**src/sv/str_pkg.sv**
```systemverilog
// shared types, constants and float helpers for the strided tensor reduce unit
`timescale 1ns / 1ps

package str_pkg;

   // default sizing
   localparam int MAX_RANK_DEF    = 4;
   localparam int EXTENT_BITS_DEF = 16;
   localparam int ADDR_BITS_DEF   = 32;

   // fixed field widths
   localparam int CSR_IDX_W  = 3;
   localparam int CSR_DATA_W = 64;
   localparam int RANK_W     = 3;
   localparam int PACKED_W   = 64;
   localparam int COUNT_W    = 32;
   localparam int BASE_W     = 32;
   localparam int FP_W       = 32;

   // register indexes
   localparam logic [CSR_IDX_W-1:0] CSR_BASE_OFFSET   = 3'd0;
   localparam logic [CSR_IDX_W-1:0] CSR_TENSOR_RANK   = 3'd1;
   localparam logic [CSR_IDX_W-1:0] CSR_EXTENTS       = 3'd2;
   localparam logic [CSR_IDX_W-1:0] CSR_STRIDES       = 3'd3;
   localparam logic [CSR_IDX_W-1:0] CSR_ELEMENT_COUNT = 3'd4;

   // function codes of the request word
   localparam logic FUNC_START = 1'b0;
   localparam logic FUNC_DATA  = 1'b1;

   // reduce operation codes
   localparam logic [1:0] OP_MAX = 2'd0;
   localparam logic [1:0] OP_MIN = 2'd1;
   localparam logic [1:0] OP_SUM = 2'd2;

   // float constants
   localparam logic [FP_W-1:0] NEG_FLT_MAX = 32'hFF7F_FFFF;
   localparam logic [FP_W-1:0] POS_FLT_MAX = 32'h7F7F_FFFF;
   localparam logic [FP_W-1:0] FP_ZERO     = 32'h0000_0000;
   localparam logic [FP_W-1:0] QNAN        = 32'h7FC0_0000;

   // address generator control
   typedef struct packed {
      logic clear;
      logic advance;
      logic capture;
   } agen_ctl_type;

   // true when p is less than q, false when either is a nan
   function automatic logic fp_less(input logic [FP_W-1:0] p, input logic [FP_W-1:0] q);
      logic nan_p;
      logic nan_q;
      logic lt;
      nan_p = (p[30:23] == 8'hFF) && (p[22:0] != 23'd0);
      nan_q = (q[30:23] == 8'hFF) && (q[22:0] != 23'd0);
      if (nan_p || nan_q) begin
         lt = 1'b0;
      end else if ((p[30:0] == 31'd0) && (q[30:0] == 31'd0)) begin
         lt = 1'b0;
      end else if (p[31] != q[31]) begin
         lt = p[31];
      end else if (!p[31]) begin
         lt = p[30:0] < q[30:0];
      end else begin
         lt = p[30:0] > q[30:0];
      end
      return lt;
   endfunction

endpackage

```
**src/sv/str_fadd.sv**
```systemverilog
// two-stage single-precision adder, round to nearest even, subnormals kept
`timescale 1ns / 1ps

module str_fadd
   import str_pkg::*;
(
   input  logic            clock,
   input  logic            en,
   input  logic [FP_W-1:0] a,
   input  logic [FP_W-1:0] b,
   output logic [FP_W-1:0] sum
);

   // stage one registers
   logic        sign_ff,    sign_in;
   logic [7:0]  exp_ff,     exp_in;
   logic [27:0] mant_ff,    mant_in;
   logic        nan_ff,     nan_in;
   logic        inf_ff,     inf_in;
   logic        infsign_ff, infsign_in;
   logic        zsign_ff,   zsign_in;

   // unpack, order by magnitude, align and add
   logic        nan_a, nan_b, inf_a, inf_b, a_big, sub;
   logic [31:0] big, sml;
   logic [7:0]  eff_x, eff_y, diff;
   logic [4:0]  dsh;
   logic [26:0] ma, t, shf, mask;
   logic        stk;

   always_comb begin
      nan_a  = (a[30:23] == 8'hFF) && (a[22:0] != 23'd0);
      nan_b  = (b[30:23] == 8'hFF) && (b[22:0] != 23'd0);
      inf_a  = (a[30:23] == 8'hFF) && (a[22:0] == 23'd0);
      inf_b  = (b[30:23] == 8'hFF) && (b[22:0] == 23'd0);
      a_big  = a[30:0] >= b[30:0];
      big    = a_big ? a : b;
      sml    = a_big ? b : a;
      sub    = a[31] ^ b[31];
      eff_x  = (big[30:23] == 8'd0) ? 8'd1 : big[30:23];
      eff_y  = (sml[30:23] == 8'd0) ? 8'd1 : sml[30:23];
      diff   = eff_x - eff_y;
      dsh    = (diff > 8'd27) ? 5'd27 : diff[4:0];
      ma     = {(big[30:23] != 8'd0), big[22:0], 3'b000};
      t      = {(sml[30:23] != 8'd0), sml[22:0], 3'b000};
      shf    = t >> dsh;
      mask   = ~(27'h7FF_FFFF << dsh);
      stk    = |(t & mask);
      mant_in = sub ? ({1'b0, ma} - {1'b0, shf[26:1], shf[0] | stk})
                    : ({1'b0, ma} + {1'b0, shf[26:1], shf[0] | stk});
      sign_in    = big[31];
      exp_in     = eff_x;
      nan_in     = nan_a || nan_b || (inf_a && inf_b && sub);
      inf_in     = inf_a || inf_b;
      infsign_in = inf_a ? a[31] : b[31];
      zsign_in   = sub ? 1'b0 : big[31];
   end

   always_ff @(posedge clock) begin
      if (en) begin
         sign_ff    <= sign_in;
         exp_ff     <= exp_in;
         mant_ff    <= mant_in;
         nan_ff     <= nan_in;
         inf_ff     <= inf_in;
         infsign_ff <= infsign_in;
         zsign_ff   <= zsign_in;
      end
   end

   // normalize, round and pack
   logic [4:0]  lz, lim, shamt;
   logic [26:0] n;
   logic [8:0]  e9;
   logic [7:0]  efield;
   logic        rup;
   logic [30:0] packed_mag;

   always_comb begin
      lz = 5'd27;
      for (int i = 0; i < 27; i++) begin
         if (mant_ff[i]) begin
            lz = 5'(26 - i);
         end
      end
      lim   = (exp_ff > 8'd28) ? 5'd27 : 5'(exp_ff - 8'd1);
      shamt = (lz < lim) ? lz : lim;
      if (mant_ff[27]) begin
         n  = {mant_ff[27:2], |mant_ff[1:0]};
         e9 = {1'b0, exp_ff} + 9'd1;
      end else begin
         n  = mant_ff[26:0] << shamt;
         e9 = {1'b0, exp_ff} - {4'd0, shamt};
      end
      efield     = n[26] ? e9[7:0] : 8'd0;
      rup        = n[2] & (n[1] | n[0] | n[3]);
      packed_mag = {efield, n[25:3]} + {30'd0, rup};
      if (nan_ff) begin
         sum = QNAN;
      end else if (inf_ff) begin
         sum = {infsign_ff, 8'hFF, 23'd0};
      end else if (mant_ff == 28'd0) begin
         sum = {zsign_ff, 31'd0};
      end else if (e9 >= 9'd255) begin
         sum = {sign_ff, 8'hFF, 23'd0};
      end else begin
         sum = {sign_ff, packed_mag};
      end
   end

endmodule

```
**src/sv/str_agen.sv**
```systemverilog
// odometer of dimension positions and strided address generation
`timescale 1ns / 1ps

module str_agen
   import str_pkg::*;
#(
   parameter int MAX_RANK    = MAX_RANK_DEF,
   parameter int EXTENT_BITS = EXTENT_BITS_DEF,
   parameter int ADDR_BITS   = ADDR_BITS_DEF
)(
   input  logic                 clock,
   input  logic                 reset,
   input  agen_ctl_type         ctl,
   input  logic [RANK_W-1:0]    rank,
   input  logic [PACKED_W-1:0]  extents,
   input  logic [PACKED_W-1:0]  strides,
   input  logic [BASE_W-1:0]    base,
   output logic [ADDR_BITS-1:0] addr
);

   localparam int PAD_W  = MAX_RANK * EXTENT_BITS + PACKED_W;
   localparam int PROD_W = 2 * EXTENT_BITS;
   localparam int EXT_W  = PROD_W + ADDR_BITS + BASE_W;

   logic [EXTENT_BITS-1:0] pos_ff  [MAX_RANK];
   logic [EXTENT_BITS-1:0] pos_in  [MAX_RANK];
   logic [ADDR_BITS-1:0]   prod_ff [MAX_RANK];
   logic [ADDR_BITS-1:0]   prod_in [MAX_RANK];

   logic [PAD_W-1:0]       ext_pad, str_pad;
   logic [EXTENT_BITS-1:0] ext_d   [MAX_RANK];
   logic [EXTENT_BITS-1:0] str_d   [MAX_RANK];
   logic                   in_use  [MAX_RANK];
   logic [EXTENT_BITS:0]   np      [MAX_RANK];
   logic                   wrap    [MAX_RANK];
   logic                   carry;
   logic [EXT_W-1:0]       wide_prod [MAX_RANK];
   logic [EXT_W-1:0]       base_ext;

   // per-dimension fields and odometer step, last dimension fastest
   always_comb begin
      ext_pad = {{(MAX_RANK * EXTENT_BITS){1'b0}}, extents};
      str_pad = {{(MAX_RANK * EXTENT_BITS){1'b0}}, strides};
      carry   = 1'b1;
      for (int d = 0; d < MAX_RANK; d++) begin
         ext_d[d]  = ext_pad[d*EXTENT_BITS +: EXTENT_BITS];
         str_d[d]  = str_pad[d*EXTENT_BITS +: EXTENT_BITS];
         in_use[d] = {1'b0, rank} > 4'(d);
         np[d]     = {1'b0, pos_ff[d]} + {{EXTENT_BITS{1'b0}}, 1'b1};
         wrap[d]   = (ext_d[d] == '0) || (np[d] >= {1'b0, ext_d[d]});
      end
      for (int d = MAX_RANK - 1; d >= 0; d--) begin
         pos_in[d] = pos_ff[d];
         if (in_use[d] && carry) begin
            pos_in[d] = wrap[d] ? '0 : np[d][EXTENT_BITS-1:0];
            carry     = wrap[d];
         end
         if (ctl.clear) begin
            pos_in[d] = '0;
         end
      end
   end

   always_ff @(posedge clock) begin
      if (reset) begin
         for (int d = 0; d < MAX_RANK; d++) begin
            pos_ff[d] <= '0;
         end
      end else if (ctl.clear || ctl.advance) begin
         for (int d = 0; d < MAX_RANK; d++) begin
            pos_ff[d] <= pos_in[d];
         end
      end
   end

   // position times stride, one multiplier per dimension
   always_comb begin
      for (int d = 0; d < MAX_RANK; d++) begin
         wide_prod[d] = EXT_W'(PROD_W'(pos_ff[d]) * PROD_W'(str_d[d]));
         prod_in[d]   = in_use[d] ? wide_prod[d][ADDR_BITS-1:0] : '0;
      end
   end

   always_ff @(posedge clock) begin
      if (ctl.capture) begin
         for (int d = 0; d < MAX_RANK; d++) begin
            prod_ff[d] <= prod_in[d];
         end
      end
   end

   // base plus products, wrapping at the address width
   always_comb begin
      base_ext = {{(PROD_W + ADDR_BITS){1'b0}}, base};
      addr     = base_ext[ADDR_BITS-1:0];
      for (int d = 0; d < MAX_RANK; d++) begin
         addr = addr + prod_ff[d];
      end
   end

endmodule

```
**src/sv/strided_tensor_reduce_unit.sv**
```systemverilog
// top level of the strided tensor reduce unit: handshake, control and accumulator
// a response word is valid after its request word passes the input, first step, second
// step and output registers; a word is not issued while the one before it is in the
//   first step, for the two-stage float add loop on the accumulator and the odometer
//   feeding the address multipliers; a waiting response word holds issue and both steps
// reset: synchronous, active high; clears control state and loads register defaults
`timescale 1ns / 1ps

module strided_tensor_reduce_unit
   import str_pkg::*;
#(
   parameter int MAX_RANK    = MAX_RANK_DEF,
   parameter int EXTENT_BITS = EXTENT_BITS_DEF,
   parameter int ADDR_BITS   = ADDR_BITS_DEF
)(
   input  logic                  clock,
   input  logic                  reset,
   input  logic                  req_valid,
   output logic                  req_ready,
   input  logic                  req_func,
   input  logic [1:0]            req_reduce_op,
   input  logic [FP_W-1:0]       req_elem_value,
   output logic                  rsp_valid,
   input  logic                  rsp_ready,
   output logic                  rsp_addr_valid,
   output logic [ADDR_BITS-1:0]  rsp_read_addr,
   output logic                  rsp_done_res,
   output logic [FP_W-1:0]       rsp_result,
   input  logic                  csr_wen,
   input  logic [CSR_IDX_W-1:0]  csr_index,
   input  logic [CSR_DATA_W-1:0] csr_wdata
);

   typedef enum logic [1:0] {
      KIND_NONE,
      KIND_ADDR,
      KIND_DONE
   } kind_type;

   // configuration registers
   logic [BASE_W-1:0]   base_ff;
   logic [RANK_W-1:0]   rank_ff;
   logic [PACKED_W-1:0] extents_ff;
   logic [PACKED_W-1:0] strides_ff;
   logic [COUNT_W-1:0]  count_ff;

   always_ff @(posedge clock) begin
      if (reset) begin
         base_ff    <= '0;
         rank_ff    <= RANK_W'(1);
         extents_ff <= PACKED_W'(1);
         strides_ff <= PACKED_W'(1);
         count_ff   <= '0;
      end else if (csr_wen) begin
         case (csr_index)
            CSR_BASE_OFFSET:   base_ff    <= csr_wdata[BASE_W-1:0];
            CSR_TENSOR_RANK:   rank_ff    <= csr_wdata[RANK_W-1:0];
            CSR_EXTENTS:       extents_ff <= csr_wdata;
            CSR_STRIDES:       strides_ff <= csr_wdata;
            CSR_ELEMENT_COUNT: count_ff   <= csr_wdata[COUNT_W-1:0];
            default: ;
         endcase
      end
   end

   // input register
   logic            in_v_ff;
   logic            in_func_ff;
   logic [1:0]      in_op_ff;
   logic [FP_W-1:0] in_val_ff;

   // pipeline and reduction state
   logic            s1_v_ff,   s1_v_in;
   kind_type        s1_kind_ff, s1_kind_in;
   logic            s1_sum_ff, s1_sum_in;
   logic            s2_v_ff,   s2_v_in;
   kind_type        s2_kind_ff;
   logic            busy_ff,   busy_in;
   logic [1:0]      op_ff,     op_in;
   logic [FP_W-1:0] acc_ff,    acc_in;
   logic [COUNT_W-1:0] done_cnt_ff, done_cnt_in;

   logic            stall, issue;
   logic [1:0]      start_op;
   logic [COUNT_W-1:0] cnt_next;
   logic            fold_take;
   logic [FP_W-1:0] fadd_sum;
   logic [ADDR_BITS-1:0] agen_addr;
   agen_ctl_type    agen_ctl;

   assign stall     = rsp_valid && !rsp_ready;
   assign issue     = in_v_ff && !s1_v_ff && !stall;
   assign req_ready = !in_v_ff || issue;

   always_ff @(posedge clock) begin
      if (reset) begin
         in_v_ff <= 1'b0;
      end else if (req_valid && req_ready) begin
         in_v_ff <= 1'b1;
      end else if (issue) begin
         in_v_ff <= 1'b0;
      end
   end

   always_ff @(posedge clock) begin
      if (req_valid && req_ready) begin
         in_func_ff <= req_func;
         in_op_ff   <= req_reduce_op;
         in_val_ff  <= req_elem_value;
      end
   end

   // first step: start, compare fold or add stage one, odometer step
   always_comb begin
      start_op    = (in_op_ff == OP_MAX || in_op_ff == OP_MIN) ? in_op_ff : OP_SUM;
      cnt_next    = done_cnt_ff + COUNT_W'(1);
      fold_take   = (op_ff == OP_MAX) ? fp_less(acc_ff, in_val_ff)
                                      : fp_less(in_val_ff, acc_ff);
      busy_in     = busy_ff;
      op_in       = op_ff;
      acc_in      = acc_ff;
      done_cnt_in = done_cnt_ff;
      s1_kind_in  = KIND_NONE;
      s1_sum_in   = 1'b0;
      agen_ctl    = '0;
      if (issue) begin
         if (in_func_ff == FUNC_START) begin
            op_in          = start_op;
            acc_in         = (start_op == OP_MAX) ? NEG_FLT_MAX :
                             (start_op == OP_MIN) ? POS_FLT_MAX : FP_ZERO;
            done_cnt_in    = '0;
            agen_ctl.clear = 1'b1;
            busy_in        = count_ff != '0;
            s1_kind_in     = (count_ff == '0) ? KIND_DONE : KIND_ADDR;
         end else if (busy_ff) begin
            if (op_ff == OP_SUM) begin
               s1_sum_in = 1'b1;
            end else if (fold_take) begin
               acc_in = in_val_ff;
            end
            done_cnt_in = cnt_next;
            if (cnt_next >= count_ff) begin
               busy_in    = 1'b0;
               s1_kind_in = KIND_DONE;
            end else begin
               agen_ctl.advance = 1'b1;
               s1_kind_in       = KIND_ADDR;
            end
         end
      end
      // second step: add result into the accumulator, products captured
      if (s1_v_ff && !stall) begin
         agen_ctl.capture = 1'b1;
         if (s1_sum_ff) begin
            acc_in = fadd_sum;
         end
      end
      s1_v_in = issue ? 1'b1 : (stall ? s1_v_ff : 1'b0);
      s2_v_in = stall ? s2_v_ff : s1_v_ff;
   end

   always_ff @(posedge clock) begin
      if (reset) begin
         s1_v_ff     <= 1'b0;
         s2_v_ff     <= 1'b0;
         busy_ff     <= 1'b0;
         op_ff       <= OP_MAX;
         acc_ff      <= '0;
         done_cnt_ff <= '0;
      end else begin
         s1_v_ff     <= s1_v_in;
         s2_v_ff     <= s2_v_in;
         busy_ff     <= busy_in;
         op_ff       <= op_in;
         acc_ff      <= acc_in;
         done_cnt_ff <= done_cnt_in;
      end
   end

   always_ff @(posedge clock) begin
      if (issue) begin
         s1_kind_ff <= s1_kind_in;
         s1_sum_ff  <= s1_sum_in;
      end
      if (s1_v_ff && !stall) begin
         s2_kind_ff <= s1_kind_ff;
      end
   end

   str_fadd u_fadd (
      .clock (clock),
      .en    (issue),
      .a     (acc_ff),
      .b     (in_val_ff),
      .sum   (fadd_sum)
   );

   str_agen #(
      .MAX_RANK    (MAX_RANK),
      .EXTENT_BITS (EXTENT_BITS),
      .ADDR_BITS   (ADDR_BITS)
   ) u_agen (
      .clock   (clock),
      .reset   (reset),
      .ctl     (agen_ctl),
      .rank    (rank_ff),
      .extents (extents_ff),
      .strides (strides_ff),
      .base    (base_ff),
      .addr    (agen_addr)
   );

   // output register
   logic                 rsp_v_ff,     rsp_v_in;
   logic                 rsp_av_ff;
   logic [ADDR_BITS-1:0] rsp_addr_ff;
   logic                 rsp_dn_ff;
   logic [FP_W-1:0]      rsp_res_ff;
   logic                 out_load;

   assign out_load = s2_v_ff && !stall;
   assign rsp_v_in = out_load ? 1'b1 : (rsp_ready ? 1'b0 : rsp_v_ff);

   always_ff @(posedge clock) begin
      if (reset) begin
         rsp_v_ff <= 1'b0;
      end else begin
         rsp_v_ff <= rsp_v_in;
      end
   end

   always_ff @(posedge clock) begin
      if (out_load) begin
         rsp_av_ff   <= s2_kind_ff == KIND_ADDR;
         rsp_addr_ff <= (s2_kind_ff == KIND_ADDR) ? agen_addr : '0;
         rsp_dn_ff   <= s2_kind_ff == KIND_DONE;
         rsp_res_ff  <= (s2_kind_ff == KIND_DONE) ? acc_ff : '0;
      end
   end

   assign rsp_valid      = rsp_v_ff;
   assign rsp_addr_valid = rsp_av_ff;
   assign rsp_read_addr  = rsp_addr_ff;
   assign rsp_done_res   = rsp_dn_ff;
   assign rsp_result     = rsp_res_ff;

   // checks
   a_issue_spacing: assert property (@(posedge clock) disable iff (reset)
      s1_v_ff && !stall |=> !s1_v_ff)
      else $error("word issued on back to back cycles");

   a_addr_done_excl: assert property (@(posedge clock) disable iff (reset)
      rsp_valid |-> !(rsp_addr_valid && rsp_done_res))
      else $error("address and result flagged together");

   a_idle_after_done: assert property (@(posedge clock) disable iff (reset)
      out_load && s2_kind_ff == KIND_DONE && !s1_v_ff |-> !busy_ff)
      else $error("reduction still busy after its result");

   a_out_held: assert property (@(posedge clock) disable iff (reset)
      stall |=> rsp_valid && $stable(rsp_result) && $stable(rsp_read_addr))
      else $error("response word changed while stalled");

endmodule
```
**config.mk**
```make
export PLATFORM = sky130hd
export DESIGN_NAME = strided_tensor_reduce_unit
export DESIGN_NICKNAME = d
export VERILOG_FILES = /design/src/sv/str_pkg.sv /design/src/sv/str_fadd.sv /design/src/sv/str_agen.sv /design/src/sv/strided_tensor_reduce_unit.sv
export SDC_FILE = /design/constraint.sdc
export NUM_CORES = 2
export LEC_CHECK = 0
export ABC_AREA = 1
export BUFFER_PORTS_ARGS = -buffer_cell sky130_fd_sc_hd__buf_2
export CAP_MARGIN = 15
export CORE_MARGIN = 2
export CORE_UTILIZATION = 59
export CTS_BUF_LIST = sky130_fd_sc_hd__clkbuf_8
export DETAILED_ROUTE_END_ITERATION = 8
export PLACE_DENSITY_LB_ADDON = 0.15
export SKIP_CTS_REPAIR_TIMING = 1
export SLEW_MARGIN = 5
export SYNTH_ARGS = -nofsm -noshare
export SYNTH_HDL_FRONTEND = slang
export SYNTH_SLANG_ARGS = --single-unit
```
**constraint.sdc**
```tcl
create_clock -name clock -period 24.7 [get_ports clock]
set_input_delay 0 -clock clock [delete_from_list [all_inputs] [get_ports clock]]
set_output_delay 0 -clock clock [all_outputs]
set_load 0.05 [all_outputs]
```
==> results.cfg <==
[run_status]
status = finished with violations
failed_checks = negative hold slack

[timing]
final.min_clock_period_ns = 11.00
slew_headroom_pct = 18.9
fin_crit_sh_pct = 44.5
fin_skew_ns = 0.0507
finalSetupViolations = 0
hold_viol = 2
worst_pin_slew_ns = 1.20
drv_slew = 0
fmax_mhz = 90.9
layout_setup_ws_ns = 13.70
whs_ns = -0.0145
rsz0062_at_grt = no
tns_ns = 0

[yosys]
synth.top_cell.area_share_pct = 24.2
async_flop_share_pct = 0
syn_area_per_cell_sq_um = 7.71
synth_edf_count = 339
yosys-top-cells-area = fa_1, edfxtp_1, ha_1, inv_1, nand2_1
synth_area_sq_mm = 0.0721
yosysSeqAreaShare_pct = 21.5
ys_seq_elements = 605
synth.most_common_cell = inv_1
syn_inst = 9351
ys.warnings.count = 0
yosys-top-cells-count = inv_1, nand2_1, fa_1
synth.distinct_cells = 67
synth-main-ff-cell = edfxtp_1
syn-num-nets = 10982
synth_top_area_cell = fa_1

[power_and_ir_drop]
ir_drop_v = 0.0000483
leakage_uw = 0.0397
power_uw = 3590
power_density_mw_per_mm2 = 45.9

[drt]
vias = 62900
post_drt_wl_per_cell_microns = 20.4
antenna_left = 0
drt-total-wl_microns = 229000
via_per_inst = 5.62
remaining_drc_errors = 0
firstDrtPassIters = 8
drt_iter0_markers = 6163

[global_routing]
grt_max_degree = 94
antenna_found_initial = 17
first_global_vias = 61627
overflow = 0
use_met2_pct = 56.8
grt_pass1_wl_microns = 351000
grt_busiest_layer = met2
grtUsageMet3_pct = 7.40
use_met1_pct = 50.4
grt_usage_pct = 36.5

[clock_network]
clk-insertion-delay-late_ns = 0.87
cts_tree = done
numCtsBuffers = 111
cts.sinks = 605
root_buffer = clkbuf_8
cts_buffer_depth = 3
htree_levels = 3
cts.clk_slew.worst_paths_ns = 0.06

[setup_path]
critical_path_class = reg2reg
end_kind = register
slowest_delay_ns = 0.58
critical_path.startpoint_type = register
path_max_fanout = 36
arrival_ns = 11.57
r2r-start = in_val_ff[16]$_DFFE_PP_
cp_common_cell = o21ai_0
critPathLaunch = in_val_ff[16]$_DFFE_PP_
worst_ep_required_time_ns = 25.26
crit_slowest_cell = o21ai_0

[job]
maxCapViolations = 0

[placement]
dpl_cell_area_sq_mm = 0.0741
numPortBuffers = 174
dpl_worst_slack_ns = 14.00
gp_congestion = 1.00
post-dp-hpwl_microns = 175000

[layout]
final_area_sq_mm = 0.0783
nets = 11092
area_delta_synth_final_pct = 8.61
drive_above_1_share_pct = 5.51

[die]
core_area_sq_mm = 0.122
die_h_microns = 354
design.die.area_sq_mm = 0.125
top_level_ports = 175
start_util_pct = 59.3
row_count = 128
fp.dieW_microns = 354

[hold_path]
min_path_type = in2reg
worstHoldStart = csr_wdata[55]
cell usage in the layout, fill, tap and decap left out, types with 170 or more instances in the layout:
cell type      count
dlygate4sd3_1    170
edfxtp_1         339
nor2_1           679
dfxtp_1          266
o21ai_0          527
inv_1           2110
nand3_1          306
nand2_1         2021
fa_1             871
ha_1             653
a21oi_1          529
buf_2            174
flip-flops by register name, indices dropped and copies added, names as in the netlist, 3 cells and up:
name / cells
base_ff: 32
u_fadd.exp_ff: 8
extents_ff: 64
strides_ff: 64
u_agen.prod_ff: 128
rsp_result: 32
rsp_read_addr: 32
rank_ff: 3
acc_ff: 32
done_cnt_ff: 32
in_val_ff: 32
count_ff: 32
u_agen.pos_ff: 64
u_fadd.mant_ff: 28
path summary, 6_finish.rpt:
path	end	slack, ns	depth (start not counted)
worst max-delay path	u_fadd.mant_ff[26]$_DFFE_PP_	13.70	58
worst min-delay path	strides_ff[55]$_SDFFE_PP0P_	-0.01	4
worst max register to register	u_fadd.mant_ff[26]$_DFFE_PP_	13.70	58
worst min register to register	s2_kind_ff[0]$_DFFE_PP_	0.44	0
report_power, final:
part           internal [uW]  switching, uW
clock network            617            492
logic                    415            847
registers               1130           94.2
cells by family (layout without fill, tap and decap cells):
logic type | Yosys count | count (layout) | synth area share [%]
DFF | 605 | 605 | 21.5
other | 0 | 5 | 0
adders and majority gates | 1524 | 1524 | 35.5
AOI/OAI and AO/OA | 1290 | 1290 | 9.77
buffers and inverters | 2545 | 2753 | 13.4
and+or+nand+nor | 3275 | 3275 | 18.5
muxes | 2 | 2 | 0.0278
xor gates and xnor gates | 110 | 110 | 1.34
stage by stage:
stage | std cells | hold WS (ns) | util, %
after floorplan | 9351 | 0.0989 | -
after global placement | 10802 | 0.182 | 60.9
after detailed placement | 10802 | 0.181 | 60.9
after CTS | 11013 | -0.746 | 63.0
after global routing | 11189 | -0.00651 | 64.4
final | 11189 | -0.0145 | 64.4
layout make-up:
type                            instances  area, sq um
Tap cell                             1625         2030
Fill cell                           10608        43200
Inverter                             2100         7890
Antenna cell                            5         12.5
Sequential cell                       605        15500
Multi-Input combinational cell       6201        47000
Timing Repair Buffer                  442         3330
Clock inverter                         82          733
Clock buffer                          129         1780
worst max-delay path, delay by kind of cell (launching register included):
family / cells / cell delay [ns]
adder cells (fa/ha/maj): 4 / 1.12
XOR/XNOR: 1 / 0.14
flip-flops: 1 / 0.38
AO/OA/AOI/OAI: 24 / 5.29
AND/OR/NAND/NOR: 20 / 2.88
buffers and inverters: 9 / 0.87
layer usage:
layer	share of wire [%]	vias to the layer above
met4	4.2	4
met1	41	30401
met2	45	2948
met5	0.012	-
met3	10	484
li1	-	29063
Power figures use the tool's default switching activity.
